## src/rtl/core/hslrgb_pkg.sv

```systemverilog
// ----------------------------------------------------------------------------
// HSL to RGB converter package
// Field widths, fixed-point constants, payload types and shared helpers.
// ----------------------------------------------------------------------------
package hslrgb_pkg;

	localparam int FRAC_BITS = 16;
	localparam int FIELD_W   = FRAC_BITS + 1;
	localparam int LVL_W     = FIELD_W + 3;

	typedef logic [FIELD_W-1:0] field_t;
	typedef logic signed [LVL_W-1:0] lvl_t;

	localparam field_t ONE   = field_t'(1) << FRAC_BITS;
	localparam field_t HALF  = field_t'(1) << (FRAC_BITS - 1);
	localparam field_t THIRD = field_t'((1 << FRAC_BITS) / 3);

	typedef struct packed {
		field_t hue;
		field_t saturation;
		field_t lightness;
	} hsl_t;

	typedef struct packed {
		field_t red;
		field_t green;
		field_t blue;
	} rgb_t;

	typedef struct packed {
		logic s1;
		logic s2;
		logic s3;
		logic s4;
	} pipe_en_t;

	typedef enum logic [1:0] {
		ZONE_RISE = 2'd0,
		ZONE_HIGH = 2'd1,
		ZONE_FALL = 2'd2,
		ZONE_LOW  = 2'd3
	} zone_t;

	function automatic field_t sat_field(input field_t v);
		return (v > ONE) ? ONE : v;
	endfunction

	function automatic field_t clamp_unit(input lvl_t v);
		if (v < 0)
			return '0;
		if (v > $signed({3'b000, ONE}))
			return ONE;
		return v[FIELD_W-1:0];
	endfunction

endpackage

```

## src/rtl/core/hslrgb_level.sv

```systemverilog
// ----------------------------------------------------------------------------
// HSL to RGB level unit
// Forms the high and low levels and their difference over two stages.
// ----------------------------------------------------------------------------
module hslrgb_level (
	input  logic                clk,
	input  hslrgb_pkg::pipe_en_t en,
	input  hslrgb_pkg::field_t  sat,
	input  hslrgb_pkg::field_t  light,
	output hslrgb_pkg::field_t  low_s2,
	output hslrgb_pkg::field_t  high_s2,
	output hslrgb_pkg::field_t  diff_s2
);
	import hslrgb_pkg::*;

	localparam int PROD_W = 2 * FIELD_W + 1;

	logic [FIELD_W:0]   mul_b;
	logic [PROD_W-1:0]  prod_s1;
	field_t             light_s1;
	field_t             sat_s1;
	logic               dark_s1;
	logic [FIELD_W:0]   prod_sh;
	lvl_t               high_raw;
	lvl_t               low_raw;
	field_t             high_c;
	field_t             low_c;
	field_t             high_f;

	always_comb begin
		mul_b = (light < HALF) ? ({1'b0, ONE} + {1'b0, sat}) : {1'b0, sat};
	end

	always_ff @(posedge clk) begin
		if (en.s1) begin
			prod_s1  <= PROD_W'({1'b0, light}) * PROD_W'(mul_b);
			light_s1 <= light;
			sat_s1   <= sat;
			dark_s1  <= light < HALF;
		end
	end

	always_comb begin
		prod_sh = prod_s1[FRAC_BITS +: FIELD_W + 1];
		if (dark_s1)
			high_raw = $signed({2'b00, prod_sh});
		else
			high_raw = $signed({3'b000, light_s1}) + $signed({3'b000, sat_s1})
				- $signed({2'b00, prod_sh});
		high_c  = clamp_unit(high_raw);
		low_raw = ($signed({3'b000, light_s1}) <<< 1) - $signed({3'b000, high_c});
		low_c   = clamp_unit(low_raw);
		high_f  = (high_c < low_c) ? low_c : high_c;
	end

	always_ff @(posedge clk) begin
		if (en.s2) begin
			low_s2  <= low_c;
			high_s2 <= high_f;
			diff_s2 <= high_f - low_c;
		end
	end

endmodule

```

## src/rtl/core/hslrgb_channel.sv

```systemverilog
// ----------------------------------------------------------------------------
// HSL to RGB channel unit
// Maps one wrapped hue position to a zone and weight, scales the level
// difference by the weight and selects the channel level.
// ----------------------------------------------------------------------------
module hslrgb_channel (
	input  logic                 clk,
	input  hslrgb_pkg::pipe_en_t en,
	input  hslrgb_pkg::field_t   pos,
	input  hslrgb_pkg::field_t   low_s2,
	input  hslrgb_pkg::field_t   high_s2,
	input  hslrgb_pkg::field_t   diff_s2,
	output hslrgb_pkg::field_t   level_s4
);
	import hslrgb_pkg::*;

	localparam int TW     = FIELD_W + 3;
	localparam int PROD_W = 2 * FIELD_W;

	logic [TW-1:0]     pos_x;
	logic [TW-1:0]     pos2;
	logic [TW-1:0]     pos3;
	logic [TW-1:0]     pos6;
	logic [TW-1:0]     one_x;
	logic [TW-1:0]     fall_w;
	zone_t             zone_c;
	field_t            wgt_c;
	zone_t             zone_s1;
	zone_t             zone_s2;
	zone_t             zone_s3;
	field_t            wgt_s1;
	field_t            wgt_s2;
	logic [PROD_W-1:0] prod_s3;
	field_t            low_s3;
	field_t            high_s3;
	logic [FIELD_W:0]  ramp;

	always_comb begin
		pos_x  = {3'b000, pos};
		one_x  = TW'(ONE);
		pos2   = pos_x << 1;
		pos3   = pos2 + pos_x;
		pos6   = pos3 << 1;
		fall_w = (one_x << 2) - pos6;
		if (pos6 < one_x) begin
			zone_c = ZONE_RISE;
			wgt_c  = pos6[FIELD_W-1:0];
		end else if (pos2 < one_x) begin
			zone_c = ZONE_HIGH;
			wgt_c  = '0;
		end else if (pos3 < (one_x << 1)) begin
			zone_c = ZONE_FALL;
			wgt_c  = fall_w[FIELD_W-1:0];
		end else begin
			zone_c = ZONE_LOW;
			wgt_c  = '0;
		end
	end

	always_ff @(posedge clk) begin
		if (en.s1) begin
			zone_s1 <= zone_c;
			wgt_s1  <= wgt_c;
		end
		if (en.s2) begin
			zone_s2 <= zone_s1;
			wgt_s2  <= wgt_s1;
		end
		if (en.s3) begin
			zone_s3 <= zone_s2;
			prod_s3 <= diff_s2 * wgt_s2;
			low_s3  <= low_s2;
			high_s3 <= high_s2;
		end
	end

	always_comb begin
		ramp = {1'b0, low_s3} + {1'b0, prod_s3[FRAC_BITS +: FIELD_W]};
	end

	always_ff @(posedge clk) begin
		if (en.s4) begin
			case (zone_s3)
				ZONE_RISE: level_s4 <= ramp[FIELD_W-1:0];
				ZONE_HIGH: level_s4 <= high_s3;
				ZONE_FALL: level_s4 <= ramp[FIELD_W-1:0];
				ZONE_LOW:  level_s4 <= low_s3;
				default:   level_s4 <= low_s3;
			endcase
		end
	end

endmodule

```

## src/rtl/core/hsl_to_rgb_converter_unit.sv

```systemverilog
// Throughput: one transaction per cycle; the four-stage pipeline with one
// multiplier per channel advances every cycle unless the output is stalled.
// A stalled stage holds while empty stages behind it keep filling.
// Reset clears all stage valid bits; payload registers are not reset.
// ----------------------------------------------------------------------------
// HSL to RGB converter
// Converts one pixel from hue, saturation and lightness to red, green, blue.
// ----------------------------------------------------------------------------
module hsl_to_rgb_converter_unit (
	input  logic             clk,
	input  logic             arst_n,
	input  logic             hsl_valid,
	output logic             hsl_ready,
	input  hslrgb_pkg::hsl_t hsl,
	output logic             rgb_valid,
	input  logic             rgb_ready,
	output hslrgb_pkg::rgb_t rgb
);
	import hslrgb_pkg::*;

	pipe_en_t         en;
	logic             valid_s1;
	logic             valid_s2;
	logic             valid_s3;
	logic             valid_s4;
	field_t           hue_c;
	field_t           sat_c;
	field_t           light_c;
	logic [FIELD_W:0] red_sum;
	field_t           pos_red;
	field_t           pos_blue;
	field_t           low_s2;
	field_t           high_s2;
	field_t           diff_s2;
	field_t           red_s4;
	field_t           green_s4;
	field_t           blue_s4;

	always_comb begin
		en.s4 = !valid_s4 || rgb_ready;
		en.s3 = !valid_s3 || en.s4;
		en.s2 = !valid_s2 || en.s3;
		en.s1 = !valid_s1 || en.s2;
	end

	assign hsl_ready = en.s1;

	always_ff @(posedge clk or negedge arst_n) begin
		if (!arst_n) begin
			valid_s1 <= 1'b0;
			valid_s2 <= 1'b0;
			valid_s3 <= 1'b0;
			valid_s4 <= 1'b0;
		end else begin
			if (en.s1)
				valid_s1 <= hsl_valid;
			if (en.s2)
				valid_s2 <= valid_s1;
			if (en.s3)
				valid_s3 <= valid_s2;
			if (en.s4)
				valid_s4 <= valid_s3;
		end
	end

	always_comb begin
		hue_c    = sat_field(hsl.hue);
		sat_c    = sat_field(hsl.saturation);
		light_c  = sat_field(hsl.lightness);
		red_sum  = {1'b0, hue_c} + {1'b0, THIRD};
		pos_red  = (red_sum > {1'b0, ONE}) ? FIELD_W'(red_sum - {1'b0, ONE})
			: red_sum[FIELD_W-1:0];
		pos_blue = (hue_c < THIRD) ? FIELD_W'(hue_c + ONE - THIRD) : FIELD_W'(hue_c - THIRD);
	end

	hslrgb_level u_level (
		.clk     (clk),
		.en      (en),
		.sat     (sat_c),
		.light   (light_c),
		.low_s2  (low_s2),
		.high_s2 (high_s2),
		.diff_s2 (diff_s2)
	);

	hslrgb_channel u_red (
		.clk      (clk),
		.en       (en),
		.pos      (pos_red),
		.low_s2   (low_s2),
		.high_s2  (high_s2),
		.diff_s2  (diff_s2),
		.level_s4 (red_s4)
	);

	hslrgb_channel u_green (
		.clk      (clk),
		.en       (en),
		.pos      (hue_c),
		.low_s2   (low_s2),
		.high_s2  (high_s2),
		.diff_s2  (diff_s2),
		.level_s4 (green_s4)
	);

	hslrgb_channel u_blue (
		.clk      (clk),
		.en       (en),
		.pos      (pos_blue),
		.low_s2   (low_s2),
		.high_s2  (high_s2),
		.diff_s2  (diff_s2),
		.level_s4 (blue_s4)
	);

	assign rgb_valid = valid_s4;
	assign rgb.red   = red_s4;
	assign rgb.green = green_s4;
	assign rgb.blue  = blue_s4;

`ifndef SYNTHESIS
	a_ready_only_when_full: assert property (@(posedge clk) disable iff (!arst_n)
		!hsl_ready |-> valid_s1 && valid_s2 && valid_s3 && valid_s4 && !rgb_ready)
		else $error("input stalled while the pipeline has room");

	a_levels_ordered: assert property (@(posedge clk) disable iff (!arst_n)
		valid_s2 |-> low_s2 <= high_s2 && high_s2 <= ONE && diff_s2 == high_s2 - low_s2)
		else $error("level pair out of order");

	a_result_in_range: assert property (@(posedge clk) disable iff (!arst_n)
		rgb_valid |-> rgb.red <= ONE && rgb.green <= ONE && rgb.blue <= ONE)
		else $error("channel level above one");

	a_stall_holds: assert property (@(posedge clk) disable iff (!arst_n)
		valid_s3 && !en.s3 |=> valid_s3 && valid_s4)
		else $error("stalled transaction dropped");
`endif

endmodule

```

## config.mk

```make
export PLATFORM = sky130hd
export DESIGN_NAME = hsl_to_rgb_converter_unit
export DESIGN_NICKNAME = d
export VERILOG_FILES = /design/src/rtl/core/hslrgb_pkg.sv /design/src/rtl/core/hslrgb_level.sv /design/src/rtl/core/hslrgb_channel.sv /design/src/rtl/core/hsl_to_rgb_converter_unit.sv
export SDC_FILE = /design/constraint.sdc
export NUM_CORES = 2
export LEC_CHECK = 0
export BUFFER_PORTS_ARGS = -buffer_cell sky130_fd_sc_hd__buf_2
export CORE_UTILIZATION = 55
export DETAILED_ROUTE_END_ITERATION = 10
export GPL_ROUTABILITY_DRIVEN = 0
export GPL_TIMING_DRIVEN = 0
export PLACE_DENSITY = 0.71
export SYNTH_ARGS = -nofsm -noshare
export SYNTH_HDL_FRONTEND = slang
export SYNTH_HIERARCHICAL = 1
export SYNTH_SLANG_ARGS = --single-unit
```

## constraint.sdc

```tcl
create_clock -name clk -period 12.7 [get_ports clk]
set_clock_uncertainty 0.15 [all_clocks]
set_input_delay 2.54 -clock clk [delete_from_list [all_inputs] [get_ports clk]]
set_output_delay 2.54 -clock clk [all_outputs]
set_load 0.02 [all_outputs]
```

* Yosys cells after proc, flatten, opt, wreduce, memory -nomap -nowiden
Cells that the tools add are included.
** Operators by class
- Add/subtract/negate cells :: 19
- Multipliers :: 4
- Order comparisons :: 20
- Equal/unequal tests :: 9
- Muxes and demuxes :: 40
- Bitwise logic cells :: 3
- Reduce and logical (&&, ||, !) cells :: 20
** Operator list (count)
- $mux 17 :: 23
- $pmux 17 s3 :: 3
- $mul 17x17->33 :: 3
- $lt 20x17->1 const B :: 3
- $add 18x17->19 :: 3
- $lt 19x18->1 const B :: 3
- $lt 18x17->1 const B :: 3
- $add 17x17->17 :: 3
- $gt 17x17->1 const B :: 3
- $sub 1x17->17 const A :: 3
- $mul 17x18->34 :: 1
- $sub 17x15->17 const B :: 2
- $gt 20x18->1 const B :: 1
- $lt 20x1->1 const B :: 1
- $mux 20 :: 1
- $gt 19x18->1 const B :: 1
- $lt 19x1->1 const B :: 1
- $sub 18x17->19 :: 1
- $sub 18x18->19 :: 1
- $add 17x15->18 const B :: 1
- $add 17x17->18 :: 1
- $add 17x17->18 const A :: 1
- $gt 18x17->1 const B :: 1
- $mux 18 :: 1
- 15 further kinds :: 50
** Word-level totals
- Register bits :: 428
- Output and inout port bits :: 53

* Longest topological paths before layout
- Depth in word-level cells :: 17
- Mapped depth :: 55
- Mapped depth without buffers :: 52

* Cells and area by module
Netlist, hierarchy kept.
** By module, submodules not included
- hslrgb_level :: times used 1, cells an instance 1798, area each 16688.5 um^2, sequential area each 3123.0 um^2
- hslrgb_channel at u_green :: times used 1, cells an instance 1482, area each 14612.8 um^2, sequential area each 3183.1 um^2
- hslrgb_channel at u_red :: times used 1, cells an instance 1463, area each 14471.4 um^2, sequential area each 3183.1 um^2
- hslrgb_channel at u_blue :: times used 1, cells an instance 1446, area each 14356.3 um^2, sequential area each 3183.1 um^2
- hsl_to_rgb_converter_unit :: times used 1, cells an instance 242, area each 1586.5 um^2, sequential area each 100.1 um^2

* Worst setup path before layout
Ideal clock, no wire load.
- Path kind :: reg2reg
- From :: register u_level.prod_s1[17]
- To :: register u_level.diff_s2[16] (data pin)
- Arrival :: 11.036 ns
- Slack :: 1.251 ns
- Stages on the path, launching flop included :: 52
- Path through :: edfxtp_1 -> fa_1 -> inv_1 -> fa_1 -> a211oi_1 -> o21ai_2 -> a22oi_1 -> o221ai_1 -> xor2_1 -> mux2i_1 -> nand2_1 -> o41ai_2 -> nand2_1 -> clkbuf_1 -> or2_2 -> ha_1 -> a21o_1 -> a21o_1 -> (+16 left out) -> a21oi_1 -> o21ai_1 -> clkbuf_1 -> a21o_1 -> ha_1 -> inv_1 -> fa_1 -> nand2_1 -> nand2_1 -> a21oi_1 -> o21ai_0 -> a21oi_1 -> o21bai_1 -> a41o_1 -> or4_1 -> a41oi_1 -> o21ai_0 -> xor2_1
** On the way
- Cells in the longest elaborated chain, start to end :: 16
- Elaborated cells on any way between the ends :: 22
** Ends and longest elaborated chain
- start, declared :: line hslrgb_level.sv:19 : logic [PROD_W-1:0] prod_s1;
- start signal, assigned :: line hslrgb_level.sv:36 : prod_s1 <= PROD_W'({1'b0, light}) * PROD_W'(mul_b);
- $sub 18x18->19 :: line hslrgb_level.sv:49 : - $signed({2'b00, prod_sh});
- $mux 20 (*) :: line hslrgb_level.sv:45 : if (dark_s1)
- $gt 20x18->1 :: line hslrgb_pkg.sv:51 : if (v > $signed({3'b000, ONE}))
- $mux 1 (2 in a row) :: line hslrgb_pkg.sv:51
- $mux 17 :: line hslrgb_pkg.sv:53 : return v[FIELD_W-1:0];
- $mux 17 (*) :: line hslrgb_pkg.sv:51
- $sub 18x17->19 :: line hslrgb_level.sv:51 : low_raw = ($signed({3'b000, light_s1}) <<< 1) - $signed({3'b000, high_c});
- $gt 19x18->1 :: line hslrgb_pkg.sv:51
- $mux 1 (2 in a row) :: line hslrgb_pkg.sv:51
- $mux 17 :: line hslrgb_pkg.sv:53
- $mux 17 :: line hslrgb_pkg.sv:51
- $lt 17x17->1 :: line hslrgb_level.sv:53 : high_f = (high_c < low_c) ? low_c : high_c;
- $mux 17 :: line hslrgb_level.sv:53
- $sub 17x17->17 (*) :: line hslrgb_level.sv:60 : diff_s2 <= high_f - low_c;
- end signal, assigned :: line hslrgb_level.sv:60
- end, declared :: line hslrgb_level.sv:12 : output hslrgb_pkg::field_t diff_s2
Every way passes the cells marked *; elsewhere a longest branch is shown, timed or not. The select of a mux whose other input is x is not followed.
A chain may end at the register's enable or synchronous reset.

* Worst setup path after layout
- From :: register u_level.prod_s1[16]
- To :: register u_level.diff_s2[16] (data pin)
The elaborated chain is that of the path after synthesis.

==> flow_metrics.py <==
metrics = {
    "drt": {
        "initialDrtViolationCount": 3472,
        "drt_pass1_iterations": 6,
        "wl_um": 161000,
        "wl_per_cell_um": 19.8,
        "vias": 46100,
        "vias_per_cell": 5.67,
        "final_antenna_net_count": 0,
        "remaining_drc_errors": 0,
    },
    "synthesis": {
        "syn-mean-instance-area_um2": 9.60,
        "yosysUniqueCellTypes": 124,
        "synth-seq-cells": 426,
        "synth_top_family_by_area": "adder cells",
        "synthTopCellsByArea": "fa_1 29%, edfxtp_1 21%, ha_1 12%",
        "synth_xor_area_share_pct": 2.97,
        "synth_warnings": 6,
        "synth_simple_gate_area_share_pct": 16.2,
        "async_flop_share_pct": 0.939,
        "synth_common_cells": "1212 x inv_1, 879 x fa_1, 798 x nand2_1",
        "synth_ff_type": "edfxtp_1",
        "synth-adder-area-share_pct": 40.9,
        "synth_compound_area_share_pct": 8.90,
        "yosysTopAreaCellShare_pct": 28.5,
        "netlist_instances": 6431,
        "synth_edf_count": 422,
        "synth.most_common_cell": "inv_1",
        "syn_area_um2": 61700,
        "synth_mux_area_share_pct": 1.23,
        "yosysSeqAreaShare_pct": 20.7,
        "yosysTopAreaCell": "fa_1",
        "synth.net_count": 7977,
    },
    "cts": {
        "path_clk_slew_ps": 70,
        "clk_path_buf_depth": 3,
        "numCtsBuffers": 44,
        "cts_max_level": 2,
        "holdBufCountCts": 0,
        "clock-root-buffer": "clkbuf_16",
        "clk_latency_ps": 610,
        "clock_sinks": 426,
        "cts_tree": "done",
    },
    "timing": {
        "tns_ps": 0,
        "finalCriticalPeriod_ps": 12330,
        "finalCritPeriodShare_pct": 97.1,
        "setup_violations": 0,
        "fmax_mhz": 81.1,
        "setup_ws_ps": 372,
        "worstMarginPinSlew_ps": 1420,
        "slew_headroom_pct": 3.15,
        "hold_viol": 0,
        "drv_slew": 0,
    },
    "setup_path": {
        "cp_slowest_cell": "fa_1",
        "cp_slowest_stage_delay_ps": 500,
        "critPathMaxFanout": 10,
        "crit_type": "flop to flop",
        "cp.required_ps": 12880,
        "cpMostUsedCell": "ha_1",
        "crit_arrival_ps": 12510,
        "cp-end-kind": "flop",
        "cp-start-kind": "flop",
    },
    "run_status": {
        "status": "finished, final reports clean",
    },
    "global_route": {
        "grt_pass1_vias": 47000,
        "overflow": 0,
        "grt_pass1_wl_um": 255000,
        "grt_max_degree": 63,
        "grt_usage_pct": 28.9,
        "antenna_found_initial": 18,
    },
    "cells_and_area": {
        "nets": 8143,
        "largest_reg_flops": 18,
        "nFillCells": 9480,
        "final_area_um2": 66200,
        "drive_gt1_share_pct": 5.85,
        "largest_register": "u_level/prod_s1",
        "areaGrowthSynthToFinish_pct": 7.20,
    },
    "die": {
        "die_w_um": 337,
        "initial_core_util_pct": 55.6,
        "fp.dieH_um": 337,
        "dieArea_um2": 114000,
        "core_area_um2": 111000,
        "rows": 122,
        "io_pins": 108,
    },
    "place": {
        "dp_hpwl_um": 129000,
        "post-place-ws_ps": -1050,
        "place_area_um2": 64300,
        "io_buffers": 102,
    },
    "worst_hold_path": {
        "min_path_type": "flop to flop",
    },
    "run": {
        "max_cap_violations": 0,
    },
}
[per-layer routing]
metal | wire length, um | share of wire, % | track usage [%]
met3 | 11800 | 7.3 | 4.08
met1 | 66100 | 41 | 38.4
met5 | 58 | 0.036 | 0
met2 | 76000 | 47 | 47.8
met4 | 7110 | 4.4 | 11.4
[worst paths after layout]
kind	startpoint	to	slack, ps	cells past startpoint
setup / recovery	u_level/prod_s1[16]$_DFFE_PP_	u_level/diff_s2[16]$_DFFE_PP_	370	49
hold / removal	u_green/wgt_s1[6]$_DFFE_PP_	u_green/wgt_s2[6]$_DFFE_PP_	250	0
setup reg to reg	u_level/prod_s1[16]$_DFFE_PP_	u_level/diff_s2[16]$_DFFE_PP_	370	49
hold reg to reg	u_green/wgt_s1[6]$_DFFE_PP_	u_green/wgt_s2[6]$_DFFE_PP_	250	0
max in group asynchronous	arst_n	rgb_valid$_DFFE_PN0P_	10690	1
min in group asynchronous	arst_n	valid_s1$_DFFE_PN0P_	1580	1
[cell type report]
type                       instances  area [um2]  share of cell area [%]
multi-input combinational       4544       43500                    65.8
sequential                       426       12800                    19.3
inverter                        1215        4560                    6.89
tap                             1488        1860                    2.81
clock buffer                      48        1120                    1.69
buffer                           244        1060                    1.60
timing repair buffer             122         806                    1.22
clock inverter                    30         452                   0.683
antenna                           11        27.5                  0.0416
[critical path: cells and delay by family, from the launching register on]
| kind | cells | cell delay (ps) |
|---|---|---|
| fa+ha+maj | 7 | 2300 |
| buf+inv | 4 | 540 |
| compound gates | 24 | 5620 |
| mux | 1 | 250 |
| simple gates | 11 | 2300 |
| xor+xnor | 2 | 400 |
| flops | 1 | 460 |
[cell families after synthesis]
kind of cell	count (synthesis)
simple gates	1988
fa+ha+maj	1491
flops	426
buf+inv	1461
mux	73
xor+xnor	207
compound gates	785
[metrics by stage]
stage               instances  hold WS [ps]  utilization, %
finish                   8128           253            59.6
floorplan                6431           250               -
CTS                      8113           255            59.5
detailed placement       8033           255            58.0
global route             8123           273            59.6
global placement         8021           251            57.8
[cell usage in the layout, fill, tap and decap left out, drive strengths merged, types with 135 or more instances in the layout]
master  count
buf       161
and2      489
xnor2     140
inv      1215
a21oi     202
edfxtp    422
fa        879
ha        612
o21ai     135
nand2     800
clkbuf    253
nor2      219
[timing repair]
| action | 4_1_cts | 5_1_grt |
|---|---|---|
| buffers inserted | 2 | 6 |
| pin swaps | 2 | 5 |
| resized for setup | 21 | 17 |
| setup endpoints to repair | 13 | 8 |
Power is not shown: default switching activity piles up to over one toggle a cycle in this logic, so the estimate is an artifact.
